**config.mk**
```make
export PLATFORM = sky130hd
export DESIGN_NAME = sdes_byte_cipher_top_flat
export DESIGN_NICKNAME = d
export VERILOG_FILES = /design/src/hw/rtl/sdes_pkg.sv /design/src/hw/rtl/sdes_data_if.sv /design/src/hw/rtl/sdes_result_if.sv /design/src/hw/rtl/sdes_cfg_if.sv /design/src/hw/rtl/sdes_byte_cipher_top.sv /design/src/hw/rtl/sdes_key_sched.sv /design/src/hw/rtl/sdes_pipe_stage.sv /design/src/flat_wrapper.sv
export SDC_FILE = /design/constraint.sdc
export NUM_CORES = 1
export LEC_CHECK = 0
export BUFFER_PORTS_ARGS = -buffer_cell sky130_fd_sc_hd__buf_2
export CORE_UTILIZATION = 56
export CTS_CLUSTER_SIZE = 30
export DETAILED_ROUTE_END_ITERATION = 10
export HOLD_SLACK_MARGIN = 0.05
export PLACE_DENSITY = 0.85
export SETUP_SLACK_MARGIN = 0.5
export SYNTH_ARGS = -nofsm -noshare
export SYNTH_HDL_FRONTEND = slang
export SYNTH_HIERARCHICAL = 1
export SYNTH_SLANG_ARGS = --single-unit
```
**constraint.sdc**
```tcl
create_clock -name clk -period 1.9 [get_ports clk]
set_input_delay 0.19 -clock clk [delete_from_list [all_inputs] [get_ports clk]]
set_output_delay 0.19 -clock clk [all_outputs]
set_load 0.01 [all_outputs]
```
**src/hw/rtl/sdes_pkg.sv**
```systemverilog
package sdes_pkg;

    localparam int unsigned KeyWidth = 10;
    localparam int unsigned ByteWidth = 8;
    localparam int unsigned HalfWidth = 4;
    localparam int unsigned SubkeyWidth = 8;
    localparam int unsigned CfgIndexWidth = 2;
    localparam int unsigned CfgDataWidth = 10;

    // Configuration register indexes.
    localparam logic [CfgIndexWidth-1:0] CfgIdxCipherKey = 2'd0;
    localparam logic [CfgIndexWidth-1:0] CfgIdxDecryptMode = 2'd1;

    typedef logic [ByteWidth-1:0] byte_t;
    typedef logic [HalfWidth-1:0] half_t;
    typedef logic [SubkeyWidth-1:0] subkey_t;
    typedef logic [KeyWidth-1:0] key_t;

    // Subkeys in the order the two rounds use them.
    typedef struct packed {
        subkey_t first;
        subkey_t second;
    } subkeys_t;

    // S-boxes, indexed by {row, column}.
    localparam logic [1:0] SBOX0 [16] = '{
        2'd1, 2'd0, 2'd3, 2'd2,
        2'd3, 2'd2, 2'd1, 2'd0,
        2'd0, 2'd2, 2'd1, 2'd3,
        2'd3, 2'd1, 2'd3, 2'd2
    };
    localparam logic [1:0] SBOX1 [16] = '{
        2'd0, 2'd1, 2'd2, 2'd3,
        2'd2, 2'd0, 2'd1, 2'd3,
        2'd3, 2'd0, 2'd1, 2'd0,
        2'd2, 2'd1, 2'd0, 2'd3
    };

    function automatic key_t perm_p10(key_t k);
        return {k[7], k[5], k[8], k[3], k[6], k[0], k[9], k[1], k[2], k[4]};
    endfunction

    function automatic subkey_t perm_p8(key_t k);
        return {k[4], k[7], k[3], k[6], k[2], k[5], k[0], k[1]};
    endfunction

    function automatic byte_t perm_ip(byte_t x);
        return {x[6], x[2], x[5], x[7], x[4], x[0], x[3], x[1]};
    endfunction

    function automatic byte_t perm_ip_inv(byte_t x);
        return {x[4], x[7], x[5], x[3], x[1], x[6], x[0], x[2]};
    endfunction

    function automatic subkey_t expand_ep(half_t r);
        return {r[0], r[3], r[2], r[1], r[2], r[1], r[0], r[3]};
    endfunction

    function automatic half_t perm_p4(half_t s);
        return {s[2], s[0], s[1], s[3]};
    endfunction

    // Each five-bit half rotates left by one.
    function automatic key_t rotate_by_one(key_t x);
        return {x[8:5], x[9], x[3:0], x[4]};
    endfunction

    // Each five-bit half rotates left by two.
    function automatic key_t rotate_by_two(key_t x);
        return {x[7:5], x[9:8], x[2:0], x[4:3]};
    endfunction

    function automatic subkeys_t key_schedule(key_t key, logic decrypt);
        key_t p;
        key_t a;
        key_t b;
        subkey_t k1;
        subkey_t k2;
        subkeys_t ks;
        p = perm_p10(key);
        a = rotate_by_one(p);
        b = rotate_by_two(a);
        k1 = perm_p8(a);
        k2 = perm_p8(b);
        if (decrypt)
        begin
            ks.first = k2;
            ks.second = k1;
        end
        else
        begin
            ks.first = k1;
            ks.second = k2;
        end
        return ks;
    endfunction

    // Round function F: expansion, subkey mix, S-boxes and P4.
    function automatic half_t round_f(half_t r, subkey_t sk);
        subkey_t x;
        half_t a;
        half_t b;
        half_t s;
        x = expand_ep(r) ^ sk;
        a = x[7:4];
        b = x[3:0];
        s = {SBOX0[{a[3], a[0], a[2], a[1]}], SBOX1[{b[3], b[0], b[2], b[1]}]};
        return perm_p4(s);
    endfunction

endpackage

```
**src/hw/rtl/sdes_data_if.sv**
```systemverilog
interface sdes_data_if;
    logic valid;
    logic ready;
    sdes_pkg::byte_t data_byte;

    modport source (output valid, output data_byte, input ready);
    modport sink (input valid, input data_byte, output ready);
endinterface

```
**src/hw/rtl/sdes_result_if.sv**
```systemverilog
interface sdes_result_if;
    logic valid;
    logic ready;
    sdes_pkg::byte_t result_byte;

    modport source (output valid, output result_byte, input ready);
    modport sink (input valid, input result_byte, output ready);
endinterface

```
**src/hw/rtl/sdes_cfg_if.sv**
```systemverilog
interface sdes_cfg_if;
    logic valid;
    logic ready;
    logic [sdes_pkg::CfgIndexWidth-1:0] reg_index;
    logic [sdes_pkg::CfgDataWidth-1:0] write_data;

    modport source (output valid, output reg_index, output write_data, input ready);
    modport sink (input valid, input reg_index, input write_data, output ready);
endinterface

```
**src/hw/rtl/sdes_byte_cipher_top.sv**
```systemverilog
// S-DES byte cipher.
// data_chan takes one byte per request; result_chan returns the enciphered or
// deciphered byte for each request, in order, one result for every request.
// cfg_chan writes the registers: index 0 is the ten-bit key (first key bit is
// the MSB), index 1 selects decryption in bit 0. Writes to other indexes are
// dropped. The user must change configuration only while no request is in
// flight; the block itself does not enforce it. A write reaches the key and
// mode registers, and the subkey register follows them.
// The datapath is three register stages: initial permutation, the first round
// with the half swap, and the second round with the inverse permutation. A
// request passes through them in that order. While result_chan is not stalled,
// a new request can be taken at every edge, so throughput is one byte per cycle.
// Reset empties all stages and sets the key and mode registers to zero.
// When the receiver holds result_chan.ready low, the result stays on the port
// and the stages behind it keep filling; data_chan.ready falls only when all
// three stages hold requests. No request is lost or repeated by a stall.
module sdes_byte_cipher_top (
    input  logic            clk,
    input  logic            rst_n,
    sdes_data_if.sink       data_chan,
    sdes_result_if.source   result_chan,
    sdes_cfg_if.sink        cfg_chan
);

    sdes_pkg::subkeys_t subkeys;

    // Stage handshakes and payloads.
    logic            s1_valid;
    logic            s1_ready;
    sdes_pkg::byte_t s1_data;
    logic            s2_valid;
    logic            s2_ready;
    sdes_pkg::byte_t s2_data;

    sdes_pkg::byte_t ip_byte;
    sdes_pkg::byte_t round1_byte;
    sdes_pkg::byte_t round2_byte;
    sdes_pkg::half_t r1_left;
    sdes_pkg::half_t r1_right;
    sdes_pkg::half_t r2_left;
    sdes_pkg::half_t r2_right;

    sdes_key_sched u_key_sched (
        .clk     (clk),
        .rst_n   (rst_n),
        .cfg     (cfg_chan),
        .subkeys (subkeys)
    );

    // Stage one: initial permutation.
    assign ip_byte = sdes_pkg::perm_ip(data_chan.data_byte);

    sdes_pipe_stage #(.WIDTH(sdes_pkg::ByteWidth)) u_stage_ip (
        .clk       (clk),
        .rst_n     (rst_n),
        .in_valid  (data_chan.valid),
        .in_ready  (data_chan.ready),
        .in_data   (ip_byte),
        .out_valid (s1_valid),
        .out_ready (s1_ready),
        .out_data  (s1_data)
    );

    // Stage two: first round, then the halves swap.
    assign r1_left = s1_data[7:4];
    assign r1_right = s1_data[3:0];
    assign round1_byte = {r1_right, r1_left ^ sdes_pkg::round_f(r1_right, subkeys.first)};

    sdes_pipe_stage #(.WIDTH(sdes_pkg::ByteWidth)) u_stage_round1 (
        .clk       (clk),
        .rst_n     (rst_n),
        .in_valid  (s1_valid),
        .in_ready  (s1_ready),
        .in_data   (round1_byte),
        .out_valid (s2_valid),
        .out_ready (s2_ready),
        .out_data  (s2_data)
    );

    // Stage three: second round and the inverse permutation.
    assign r2_left = s2_data[7:4];
    assign r2_right = s2_data[3:0];
    assign round2_byte = sdes_pkg::perm_ip_inv(
        {r2_left ^ sdes_pkg::round_f(r2_right, subkeys.second), r2_right});

    sdes_pipe_stage #(.WIDTH(sdes_pkg::ByteWidth)) u_stage_round2 (
        .clk       (clk),
        .rst_n     (rst_n),
        .in_valid  (s2_valid),
        .in_ready  (s2_ready),
        .in_data   (round2_byte),
        .out_valid (result_chan.valid),
        .out_ready (result_chan.ready),
        .out_data  (result_chan.result_byte)
    );

endmodule

```
**src/hw/rtl/sdes_key_sched.sv**
```systemverilog
module sdes_key_sched (
    input  logic               clk,
    input  logic               rst_n,
    sdes_cfg_if.sink           cfg,
    output sdes_pkg::subkeys_t subkeys
);

    sdes_pkg::key_t     cipher_key_reg;
    sdes_pkg::key_t     cipher_key_next;
    logic               decrypt_mode_reg;
    logic               decrypt_mode_next;
    sdes_pkg::subkeys_t subkeys_reg;

    // Register writes are always taken.
    assign cfg.ready = 1'b1;

    always_comb
    begin
        cipher_key_next = cipher_key_reg;
        decrypt_mode_next = decrypt_mode_reg;
        if (cfg.valid)
        begin
            case (cfg.reg_index)
                sdes_pkg::CfgIdxCipherKey:
                begin
                    cipher_key_next = cfg.write_data;
                end
                sdes_pkg::CfgIdxDecryptMode:
                begin
                    decrypt_mode_next = cfg.write_data[0];
                end
                default:
                begin
                    cipher_key_next = cipher_key_reg;
                end
            endcase
        end
    end

    // Subkeys are registered, derived from the stored key and mode registers.
    always_ff @(posedge clk or negedge rst_n)
    begin
        if (!rst_n)
        begin
            cipher_key_reg <= '0;
            decrypt_mode_reg <= 1'b0;
            subkeys_reg <= sdes_pkg::key_schedule('0, 1'b0);
        end
        else
        begin
            cipher_key_reg <= cipher_key_next;
            decrypt_mode_reg <= decrypt_mode_next;
            subkeys_reg <= sdes_pkg::key_schedule(cipher_key_reg, decrypt_mode_reg);
        end
    end

    assign subkeys = subkeys_reg;

endmodule

```
**src/hw/rtl/sdes_pipe_stage.sv**
```systemverilog
module sdes_pipe_stage #(
    parameter int unsigned WIDTH = 8
) (
    input  logic             clk,
    input  logic             rst_n,
    input  logic             in_valid,
    output logic             in_ready,
    input  logic [WIDTH-1:0] in_data,
    output logic             out_valid,
    input  logic             out_ready,
    output logic [WIDTH-1:0] out_data
);

    logic             valid_reg;
    logic [WIDTH-1:0] data_reg;

    // The stage loads whenever it is empty or its content leaves this cycle.
    assign in_ready = !valid_reg || out_ready;

    always_ff @(posedge clk or negedge rst_n)
    begin
        if (!rst_n)
        begin
            valid_reg <= 1'b0;
        end
        else if (in_ready)
        begin
            valid_reg <= in_valid;
        end
    end

    always_ff @(posedge clk)
    begin
        if (in_ready && in_valid)
        begin
            data_reg <= in_data;
        end
    end

    assign out_valid = valid_reg;
    assign out_data = data_reg;

endmodule

```
**src/flat_wrapper.sv**
```systemverilog
// flat-port wrapper written by rule: the top's interface ports become plain ports
module sdes_byte_cipher_top_flat 
  (clk, rst_n, data_chan_valid, data_chan_data_byte, data_chan_ready, result_chan_valid, result_chan_result_byte, result_chan_ready, cfg_chan_valid, cfg_chan_reg_index, cfg_chan_write_data, cfg_chan_ready);
  sdes_data_if data_chan_i ();
  sdes_result_if result_chan_i ();
  sdes_cfg_if cfg_chan_i ();
  input  logic clk;
  input  logic rst_n;
  input wire logic [$bits(data_chan_i.valid)-1:0] data_chan_valid;
  input wire logic [$bits(data_chan_i.data_byte)-1:0] data_chan_data_byte;
  output wire logic [$bits(data_chan_i.ready)-1:0] data_chan_ready;
  output wire logic [$bits(result_chan_i.valid)-1:0] result_chan_valid;
  output wire logic [$bits(result_chan_i.result_byte)-1:0] result_chan_result_byte;
  input wire logic [$bits(result_chan_i.ready)-1:0] result_chan_ready;
  input wire logic [$bits(cfg_chan_i.valid)-1:0] cfg_chan_valid;
  input wire logic [$bits(cfg_chan_i.reg_index)-1:0] cfg_chan_reg_index;
  input wire logic [$bits(cfg_chan_i.write_data)-1:0] cfg_chan_write_data;
  output wire logic [$bits(cfg_chan_i.ready)-1:0] cfg_chan_ready;
  assign data_chan_i.valid = data_chan_valid;
  assign data_chan_i.data_byte = data_chan_data_byte;
  assign data_chan_ready = data_chan_i.ready;
  assign result_chan_valid = result_chan_i.valid;
  assign result_chan_result_byte = result_chan_i.result_byte;
  assign result_chan_i.ready = result_chan_ready;
  assign cfg_chan_i.valid = cfg_chan_valid;
  assign cfg_chan_i.reg_index = cfg_chan_reg_index;
  assign cfg_chan_i.write_data = cfg_chan_write_data;
  assign cfg_chan_ready = cfg_chan_i.ready;
  sdes_byte_cipher_top u_core (.clk(clk), .rst_n(rst_n), .data_chan(data_chan_i), .result_chan(result_chan_i), .cfg_chan(cfg_chan_i));
endmodule
```
======== Word level (Yosys, flattened, before mapping) ========
Memory sizes are Yosys's and may differ from the RTL's.
Cells that the tools add are included.
storage, ports and cells
  register bits ........................... 54
  bits in read-only memories .............. 128
  bits of input ports ..................... 25
  output and inout port bits .............. 11
  logic and storage cells ................. 48
  memories kept ........................... 4
cells by class
  order comparisons ....................... 4
  equality and inequality tests ........... 1
  multiplexer cells ....................... 9
  bitwise operators ....................... 8
  reduce and logical (&&, ||, !) cells .... 12
memories
  name              depth  bits a word  read ports  clocked after memory_dff  wr ports  RTL line         RTL
  (name not given)  16     2            1           0                         0         sdes_pkg.sv:107  s = {SBOX0[{a[3], a[0], a[2], a[1]}], SBOX1[{b[3], b[0], b[2], b[1]}]};
  (name not given)  16     2            1           0                         0         sdes_pkg.sv:107
  (name not given)  16     2            1           0                         0         sdes_pkg.sv:107
  (name not given)  16     2            1           0                         0         sdes_pkg.sv:107
operator list
  operator            number
  $ge 5x5->1 const B  4
  $not 4->5           4
  $mux 16             1
  $mux 2              8
  $xor 8x8->8         2
  $xor 4x4->4         2
  $reduce_and 2->1    2
  $logic_and 1x1->1   3
  $logic_not 1->1     3
  $logic_or 1x1->1    3
  $eq 2x1->1 const B  1
  $logic_not 2->1     1

======== Depth between registers and ports, before layout ========
  depth after elaboration ................. 6
  mapped depth ............................ 6
  gate-level depth less buffers ........... 6

======== By module ========
The synthesis kept the hierarchy.
by module, submodules not included
  module                times used  cells each  area an instance (um^2)  seq. area each (um^2)
  sdes_key_sched        1           77          1,004.7                  675.6
  sdes_pipe_stage       3           12          294.0                    265.3
  sdes_byte_cipher_top  1           57          489.2                    0.0

======== Worst setup path before layout ========
No wires, ideal clock.
  kind .................................... reg2reg
  from .................................... register u_core.u_stage_round1.data_reg[0] (netlist: u_core/u_stage_round1/out_data[0])
  to ...................................... register u_core.u_stage_round2.data_reg[5] (netlist: u_core/u_stage_round2/out_data[5]) (data pin)
  arrival ................................. 1.274 ns
  data required time ...................... 1.638 ns
  setup slack ............................. 0.364 ns
  stages on the path, launching flop included .. 7
  buffers on the path ..................... 0
  path through ............................ edfxtp_1 xor2_1 inv_1 ha_1 o211ai_1 o21ai_1 xor2_1
between the ends
  cells in the longest elaborated chain, start to end .. 6
RTL lines
  what                                       RTL line                    RTL
  start: declaration                         sdes_pipe_stage.sv:15       logic [WIDTH-1:0] data_reg;
  start signal: assignment                   sdes_pipe_stage.sv:36       data_reg <= in_data;
  $xor 8x8->8                                sdes_pkg.sv:104             x = expand_ep(r) ^ sk;
  $not 4->5 (implied by the code)            sdes_pkg.sv:107
  $mem_v2 16x2                               --
  $mux 2 (implied by the code) (2 in a row)  sdes_pkg.sv:107
  $xor 4x4->4                                sdes_byte_cipher_top.sv:84  {r2_left ^ sdes_pkg::round_f(r2_right, subkeys.second), r2_right});
  named net u_core.round2_byte[5]            sdes_byte_cipher_top.sv:37  sdes_pkg::byte_t round2_byte;
  end signal: assignment                     sdes_pipe_stage.sv:36
  end: declaration                           sdes_pipe_stage.sv:15
The timed path passes the listed nets, and every way through them passes these cells. The select of a mux whose other input is x is not followed.
A chain may end at the register's enable or synchronous reset.

======== Final worst setup path ========
  from .................................... register u_core.u_stage_ip.data_reg[2] (netlist: u_core/u_stage_ip/out_data[2])
  to ...................................... register u_core.u_stage_round1.data_reg[1] (netlist: u_core/u_stage_round1/out_data[1]) (data pin)
between the ends
  cells in the longest elaborated chain, start to end .. 6
RTL lines
  what                                       RTL line                    RTL
  start: declaration                         sdes_pipe_stage.sv:15
  start signal: assignment                   sdes_pipe_stage.sv:36
  $xor 8x8->8                                sdes_pkg.sv:104
  $not 4->5 (implied by the code)            sdes_pkg.sv:107
  $mem_v2 16x2                               --
  $mux 2 (implied by the code) (2 in a row)  sdes_pkg.sv:107
  $xor 4x4->4                                sdes_byte_cipher_top.sv:67  assign round1_byte = {r1_right, r1_left ^ sdes_pkg::round_f(r1_right, subkeys.first)};
  named net u_core.round1_byte[1]            sdes_byte_cipher_top.sv:36  sdes_pkg::byte_t round1_byte;
The timed path passes the listed nets, and every way through them passes these cells. The select of a mux whose other input is x is not followed.

==> results.py <==
metrics = {
    "sta": {
        "finalHoldViolCount": 0,
        "worst_pin_slew_ns": 0.651,
        "finalCritPeriodShare_pct": 85.6,
        "finalCriticalPeriod_ns": 1.63,
        "maxSlewHeadroom_pct": 56.6,
        "hold_ws_ns": 0.0639,
        "fmax_mhz": 615,
        "clock_skew_ns": 0.00821,
        "rsz0062_at_grt": "yes",
        "setup_tns_ns": 0,
        "slew_violations": 0,
        "setup_viol": 0,
    },
    "placed_design": {
        "dp_hpwl_um": 2700,
        "io_buffers": 34,
        "gp_congestion": 0.788,
    },
    "cells_and_area": {
        "insertedDiodeCount": 0,
        "layout_commonest_cell": "buf_2",
        "largest_register_ffs": 16,
        "layout-drive-gt1-share_pct": 43.7,
        "final_core_util_pct": 72.3,
        "area_growth_pct": 22.6,
        "layout_common_cells": "buf_2 (33), dfrtp_1 (30), nand2_1 (24), edfxtp_1 (24)",
        "final_nets": 248,
    },
    "worst_hold_path": {
        "min_path_type": "input pin to flop",
    },
    "global_routing": {
        "first_global_vias": 1369,
        "overflow": 0,
        "grt_max_degree": 31,
        "grt.total_usage_pct": 19.9,
        "grt_pass1_wl_um": 6200,
        "antenna_found_initial": 0,
    },
    "logic_synthesis": {
        "synth.net_count": 197,
        "ys_seq_elements": 54,
        "syn_area_mm2": 0.00238,
        "synth-edff-count": 24,
        "synth-async-reset-ratio_pct": 55.6,
        "ys.flop_type": "dfrtp_1",
        "synthDistinctLibCells": 29,
        "syn_area_per_cell_um2": 14.0,
        "synth_warnings": 6,
        "synth_seq_area_share_pct": 61.9,
        "synth_cells": 170,
    },
    "floorplanning": {
        "die-area_mm2": 0.00451,
        "ios": 36,
        "die_height_um": 67.1,
        "core_mm2": 0.00403,
        "die_x_um": 67.1,
        "rows": 23,
        "start_util_pct": 59.0,
    },
    "worst_setup_path": {
        "crit_fanout": 4,
        "start_kind": "flop",
        "crit_path_end_kind": "flop",
        "cp.required_ns": 1.97,
        "critPathKind": "flop to flop",
        "cp_data_arrival_time_ns": 1.70,
    },
    "drt": {
        "vias_per_cell": 5.24,
        "vias": 1424,
        "totalWireLength_um": 4080,
        "drt_drc_violations_left": 0,
        "detail-route-antenna-nets": 0,
        "dr.pass1.iters": 4,
        "routedWlPerCell_um": 15.0,
        "drt_iter0_markers": 45,
    },
    "clocking": {
        "max-clock-path-buffers": 2,
        "cts_tree": "done",
        "clock-sinks": 54,
        "numCtsBuffers": 5,
        "clkTransAtPathRegs_ns": 0.09,
        "htreeDepth": 2,
        "clock_latency_ns": 0.31,
        "root_buffer": "clkbuf_8",
    },
    "power_and_ir_drop": {
        "irDropWorstVdd_v": 0.000819,
        "powerDensity_mw_per_mm2": 1340,
        "leakagePower_nw": 1.27,
    },
    "run": {
        "maxCapViolations": 0,
    },
    "run_status": {
        "status": "finished clean",
    },
}
per-stage QoR:
stage               cell area [um2]  cells  power (mW)  setup WS (ns)
floorplan                      2400    170        2.74          0.404
global route                   2910    272        4.14          0.259
global placement               2610    251        2.96          0.368
finish                         2910    272        3.90          0.273
detailed placement             2610    251        3.02          0.311
CTS                            2830    270        3.73          0.361
metal layers:
metal	up-vias	wire length [um]	track usage (%)	part of all wire [%]
li1	674	-	-	-
met1	709	1520	21.7	37
met2	35	2350	36.5	58
met3	6	139	5.07	3.4
met4	0	74	7.98	1.8
met5	-	0	0	0
power by group:
group / internal (mW) / switching (mW)
sequential: 1.56 / 0.235
clock: 0.254 / 0.339
combinational: 0.791 / 0.719
total: 2.61 / 1.29
what timing repair did:
item,4_1_cts,5_1_grt
gates resized for setup,7,10
hold buffers,6,0
pin swaps,10,5
endpoints found under the setup margin,8,9
cloned,0,0
buffers inserted,5,2
endpoints found under the hold margin,35,0
cells by family after synthesis:
kind of cell             count (synthesis)  share of synthesized area [%]
adder cells (fa/ha/maj)                  2                           1.05
buffers and inverters                    7                           1.69
AND/OR/NAND/NOR                         50                           12.2
AO/OA/AOI/OAI                           14                           4.21
XOR/XNOR                                28                           12.2
flip-flops                              54                           61.9
multiplexers                            14                           6.58
other                                    1                          0.158
layout make-up:
| type | count | area (um2) |
|---|---|---|
| multi-input cells | 109 | 991 |
| flip-flops and latches | 54 | 1470 |
| fillers | 284 | 1110 |
| well taps | 50 | 62.6 |
| clock inverters | 2 | 8.76 |
| clock buffers | 6 | 72.6 |
| inverters | 3 | 11.3 |
| repair buffers | 48 | 297 |
synth_stat cells (5+ instances only):
library cell | count | share of area, %
nor2_1 | 5 | 0.79
mux2_2 | 13 | 6.2
edfxtp_1 | 24 | 30
dfrtp_1 | 30 | 32
nand2b_1 | 10 | 2.6
xnor2_1 | 15 | 5.5
xnor2_2 | 6 | 4.1
xor2_1 | 7 | 2.6
nand2_1 | 24 | 3.8
critical path, stage by stage, from the launching register on:
cell and delay, ns:
edfxtp_1 0.50, xnor2_2 0.30, nand2_1 0.17, o21ai_1 0.13
mux2i_1 0.11, xor2_1 0.18
path summary, 6_finish.rpt:
path | start | end | slack (ns) | depth (start not counted)
max in group asynchronous | rst_n | u_core/u_key_sched/cipher_key_reg[2]$_DFFE_PN0P_ | 1.03 | 2
max reg2reg | u_core/u_stage_ip/out_data[2]$_DFFE_PP_ | u_core/u_stage_round1/out_data[1]$_DFFE_PP_ | 0.27 | 5
min in group asynchronous | rst_n | u_core/u_key_sched/subkeys[4]$_DFF_PN0_ | 0.45 | 2
min reg2reg | u_core/u_key_sched/cipher_key_reg[8]$_DFFE_PN0P_ | u_core/u_key_sched/subkeys[10]$_DFF_PN0_ | 0.51 | 2
min | data_chan_data_byte[5] | u_core/u_stage_ip/out_data[5]$_DFFE_PP_ | 0.06 | 1
max | u_core/u_stage_ip/out_data[2]$_DFFE_PP_ | u_core/u_stage_round1/out_data[1]$_DFFE_PP_ | 0.27 | 5
(Power assumes the default switching activity.)
